### config.mk
export PLATFORM = sky130hd
export DESIGN_NAME = pcg_divider
export DESIGN_NICKNAME = d
export VERILOG_FILES = /design/src/sv/pcg_pkg.sv /design/src/sv/pcg_divider.sv
export SDC_FILE = /design/constraint.sdc
export NUM_CORES = 2
export LEC_CHECK = 0
export BUFFER_PORTS_ARGS = -buffer_cell sky130_fd_sc_hd__buf_2
export CORE_MARGIN = 3
export CORE_UTILIZATION = 45
export CTS_CLUSTER_SIZE = 8
export DETAILED_ROUTE_END_ITERATION = 8
export GPL_ROUTABILITY_DRIVEN = 0
export PLACE_DENSITY = 0.57
export SYNTH_ARGS = -nofsm -noshare
export SYNTH_HDL_FRONTEND = slang
export SYNTH_SLANG_ARGS = --single-unit
### constraint.sdc
create_clock -name clk -period 6.3 [get_ports clk]
set_clock_uncertainty 0.2 [all_clocks]
set_input_delay 0.315 -clock clk [delete_from_list [all_inputs] [get_ports clk]]
set_output_delay 0.315 -clock clk [all_outputs]
set_load 0.01 [all_outputs]
### src/sv/pcg_pkg.sv
// Package for the periodic chirp generator: widths, CORDIC constants, register indexes.
// Used by pcg_divider and periodic_chirp_generator.
`timescale 1ns / 1ps
package pcg_pkg;

  localparam int DEF_MAX_LENGTH  = 65536;
  localparam int DEF_SAMPLE_BITS = 16;

  localparam int LEN_W    = 17;
  localparam int RATE_W   = 16;
  localparam int IDX_W    = 16;
  localparam int OUT_W    = 16;
  localparam int CFG_IDX_W = 1;
  localparam int CFG_DAT_W = 17;

  localparam logic [CFG_IDX_W-1:0] REG_LENGTH = 1'd0;
  localparam logic [CFG_IDX_W-1:0] REG_RATE   = 1'd1;

  localparam int TURN_W  = 24;
  localparam int STAGES  = 20;
  localparam int CW      = 34;
  localparam int ZW      = 34;

  localparam logic signed [CW-1:0] GAIN_Q30 = 34'sd652032874;

  function automatic logic signed [ZW-1:0] atan_turn(input int i);
    logic signed [ZW-1:0] r;
    r = '0;
    unique case (i)
      0:  r = 34'sd536870912;
      1:  r = 34'sd316933406;
      2:  r = 34'sd167458907;
      3:  r = 34'sd85004756;
      4:  r = 34'sd42667331;
      5:  r = 34'sd21354465;
      6:  r = 34'sd10679838;
      7:  r = 34'sd5340245;
      8:  r = 34'sd2670163;
      9:  r = 34'sd1335087;
      10: r = 34'sd667544;
      11: r = 34'sd333772;
      12: r = 34'sd166886;
      13: r = 34'sd83443;
      14: r = 34'sd41722;
      15: r = 34'sd20861;
      16: r = 34'sd10430;
      17: r = 34'sd5215;
      18: r = 34'sd2608;
      19: r = 34'sd1304;
      default: r = '0;
    endcase
    return r;
  endfunction

  function automatic logic signed [OUT_W-1:0] to_q15(input logic signed [CW-1:0] v);
    logic signed [CW:0] r;
    r = (CW+1)'(v + 34'sd16384) >>> 15;
    if (r > 35'sd32767) return 16'sh7fff;
    if (r < -35'sd32768) return 16'sh8000;
    return r[OUT_W-1:0];
  endfunction

endpackage

### src/sv/pcg_divider.sv
// Pipelined restoring divider, one quotient bit per stage, with stall.
// Uses pcg_pkg; instantiated by periodic_chirp_generator.
`timescale 1ns / 1ps
module pcg_divider #(
  parameter int NUM_W = 42,
  parameter int DEN_W = 26,
  parameter int Q_W   = 24
) (
  input  logic             clk,
  input  logic             rst,
  input  logic             en,
  input  logic             in_valid,
  input  logic [NUM_W-1:0] num,
  input  logic [DEN_W-1:0] den,
  output logic             out_valid,
  output logic [Q_W-1:0]   quot
);
  import pcg_pkg::*;

  logic               vld  [Q_W+1];
  logic [DEN_W:0]     rem  [Q_W];
  logic [NUM_W-1:0]   nm   [Q_W];
  logic [DEN_W-1:0]   dn   [Q_W];
  logic [Q_W-1:0]     qt   [Q_W+1];

  assign vld[0] = in_valid;
  assign rem[0] = {1'b0, num[NUM_W-1 -: DEN_W]};
  assign nm[0]  = num;
  assign dn[0]  = den;
  assign qt[0]  = '0;

  // low Q_W quotient bits only; numerator high part must already be below den
  for (genvar s = 0; s < Q_W; s++) begin : g_st
    logic [DEN_W+1:0] sh;
    logic [DEN_W+1:0] df;
    logic             ge;
    always_comb begin
      sh = {rem[s], nm[s][NUM_W-1-DEN_W-s]};
      df = sh - {2'b0, dn[s]};
      ge = !df[DEN_W+1];
    end
    always_ff @(posedge clk) begin
      if (rst) begin
        vld[s+1] <= 1'b0;
      end else if (en) begin
        vld[s+1] <= vld[s];
      end
      if (en) begin
        qt[s+1] <= {qt[s][Q_W-2:0], ge};
      end
    end
    if (s < Q_W-1) begin : g_fwd
      always_ff @(posedge clk) begin
        if (en) begin
          rem[s+1] <= ge ? df[DEN_W:0] : sh[DEN_W:0];
          nm[s+1]  <= nm[s];
          dn[s+1]  <= dn[s];
        end
      end
    end
  end

  assign out_valid = vld[Q_W];
  assign quot      = qt[Q_W];
endmodule

==> results.md <==
- Max Transition Viols Final: 0
- Fin crit share: 71.3%
- Met2 wire length: 66900 µm
- Total power: 37100 µW
- Hold wc startpoint: num[7]
- Tmin final: 4490 ps
- Top post-synthesis cells by count: edfxtp_1, inv_1, ha_1, a21oi_1, o21ai_0
- Final hold viol count: 0
- Post-Route M1 WL: 45700 µm
- Cell leakage power: 0.0286 µW
- Die W: 380 µm
- Critical path depth: 12
- Setup TNS: 0 ps
- Endpoints failing setup: 0
- End of the critical path: g_st[8].sh[2]
- CP Launch Type: flip-flop
- Flops & latches, synth: 1203
- CP delay by family, top: compound AO/OA/AOI/OAI gates
- Predominant post-synthesis flop cell: edfxtp_1
- Clock tree from TritonCTS: yes
- Max cap viols: 0
- Clk buf depth: 3
- CP max stage delay: 620 ps
- Uppermost layer routed: met4
- Synth area leader: edfxtp_1
- Worst Max-Slew Pin Slew: 1010 ps
- Crit path DAT: 4790 ps
- Outcome: complete, no violations
- Crit Path Class: reg -> reg
- Die height: 380 µm
- Bufs and invs on worst path: 2
- Distinct cells, synth: 89
- Ys async rst share: 0%
- DRT Pass-1 Iters: 5
- Cells after Synth: 5156
- CP dominant cell by count: nor4b_4
- DR vias: 38900
- CTS Buf Count: 168
- Total power divided by cell area: 524 mW/mm²
- Netlist Area Pre-Place: 0.0628 mm²
- Worst vdd ir: 0.356 mV
- Worst-path clk slew: 50 ps
- DRC Markers: 0
- Met3 wire length: 3720 µm
- HP Class: in -> reg
- Post-synth EDFFs: 1179
- Vias in the first global route: 40400
- Yosys synthesis warning count: 0
- Clock insertion delay at the later pin of the skew report: 790 ps
- Total inserted antenna cells: 0
- First-pass GRT wire length: 201000 µm
- Final WL: 124000 µm
- Post-DP HPWL: 89900 µm
- Largest net degree at the start of global routing: 175
- Crit-path slowest cell: edfxtp_1
- Core box area: 0.138 mm²
- Starting density of the core: 45.5%
- Die area: 0.144 mm²
- Seq/Total Area, Yosys: 57.1%
- Synth area leaders: edfxtp_1, ha_1, mux2_2
- GRT Total Usage: 17.0%
- Top Ports: 97
- Wire per inst: 17.0 µm
- Placement Rows: 136
- Worst Path Max Fanout: 18
- Reg2Reg Depth: 12
- Critical Path, Cell by Cell: inv_1 -> ha_1 -> nor2b_1 -> o31a_1 -> nor4b_4 -> o21ai_2 -> nor4b_4 -> o41a_1 -> nor3_4 -> xnor2_4 -> buf_4 -> mux2_2
- Synth top area share: 56.3%
- Fmax: 223 MHz
- Req. time, crit path: 6600 ps
- Hold WS: 64.2 ps
- PortBufs: 88
- Iteration-0 DRC count of the detailed router: 2088
- Share of cells above drive strength 1: 10.5%
- Initial antenna violation count: 0
- Reg2reg setup slack: 1810 ps
- Total gr overflow: 0
- Slew margin rel.: 32.3%
- Crit path capture type: flip-flop
- R2R Path End: g_st[8].sh[2]
- CTS H-tree lvls: 4
- Area grow syn2layout: 12.7%
- Most common cell in the netlist: edfxtp_1
- Nets: 5898
- RSZ-0062 raised after global routing: false
- Crit. Startpoint: dn[417]
- Vias per cell: 5.34
- CTS sink count: 1203
- Fillers: 11800
- Clock root buffer: clkbuf_16
- Mean post-synth cell area: 12.2 µm²
- Antenna-violating nets left: 0
- R2R Path Start: dn[417]
-- layer usage --
metal	GRT usage, %	vias to the layer above
li1	-	19400
met2	32.9	692
met4	10.3	0
met5	0	-
met1	16.9	18400
met3	2.80	346
-- worst reg2reg max path, delay by kind of cell, from the launching register on --
family	cells	cell delay, ps
XOR/XNOR	1	270
adder cells (fa/ha/maj)	1	310
AO/OA/AOI/OAI	3	900
buffers and inverters	2	580
AND/OR/NAND/NOR	4	830
multiplexers	1	500
flip-flops	1	620
-- logic make-up after synthesis --
| family | synth area share (%) |
|---|---|
| buffers and inverters | 4.18 |
| XOR/XNOR | 4.80 |
| flip-flops | 57.1 |
| adder cells (fa/ha/maj) | 8.74 |
| other | 0.00597 |
| AND/OR/NAND/NOR | 7.35 |
| AO/OA/AOI/OAI | 13.2 |
| multiplexers | 4.61 |
-- per-stage QoR --
| step | util (%) | worst slack (ps) | instances | cell area [µm²] |
|---|---|---|---|---|
| global route | 51.3 | 1670 | 7282 | 70800 |
| finish | 51.3 | 1810 | 7282 | 70800 |
| floorplan | - | 2950 | 5163 | 62900 |
| global placement | 47.4 | 1740 | 7009 | 65400 |
| detailed placement | 47.4 | 1750 | 7009 | 65400 |
| CTS | 51.3 | 1730 | 7282 | 70800 |
-- flip-flops by register name (all words and copies together), names as in the netlist --
| register | cells |
|---|---|
| dn | 390 |
| g_st.sh | 420 |
| nm | 105 |
| out_valid | 1 |
| qt | 248 |
| quot | 16 |
| vld | 23 |
-- cell usage in the layout (no fill, tap or decap), types with 25 or more instances in the layout --
master,netlist,routed
xnor2_1,211,207
a21oi_1,363,363
o211ai_1,26,26
nand4_1,43,43
nand2_1,286,286
nor2b_1,56,56
xor2_1,128,126
nand2b_1,47,47
inv_1,520,520
nor3_1,48,48
dlygate4sd3_1,0,80
o21a_1,57,57
o21ai_0,291,291
mux2_2,200,200
a21o_1,212,212
edfxtp_1,1179,1179
buf_2,27,87
nand3_1,71,71
clkbuf_16,0,168
a31oi_1,46,46
nor2_1,277,277
o31ai_1,25,25
mux2i_1,39,39
a211oi_1,52,52
ha_1,415,415
and3_1,32,32
o21bai_1,46,46
-- power breakdown --
| part | internal [µW] | switching (µW) | total [µW] |
|---|---|---|---|
| Sequential | 11800 | 1050 | 12800 |
| Combinational | 7380 | 8870 | 16300 |
| Clock | 4760 | 3270 | 8040 |
-- how the worst min path moves through the flow --
stage | slack (ps) | cells past startpoint | endpoint
6_report | 60 | 2 | nm[931]
5_1_grt | 40 | 2 | nm[931]
4_1_cts | 3 | 2 | nm[931]
3_5_place_dp | 200 | 0 | nm[462]
3_3_place_gp | 200 | 0 | qt[183]
2_1_floorplan | 190 | 1 | out_valid
-- repair_timing --
item | CTS | global route
gates resized for setup | 0 | 0
setup endpoints to repair | 0 | 0
hold buffers | 80 | 0
buffers inserted | 0 | 0
hold endpoints to repair | 223 | 0
-- layout make-up --
type / count / area [µm²] / area share, %
repair buffers: 198 / 1570 / 2.21
flip-flops and latches: 1203 / 35900 / 50.7
clock inverters: 16 / 424 / 0.599
multi-input cells: 3305 / 24400 / 34.5
inverters: 520 / 1950 / 2.76
clock buffers: 177 / 4240 / 5.98
well taps: 1863 / 2330 / 3.29
Note: power is estimated with default switching activity, not from simulation.
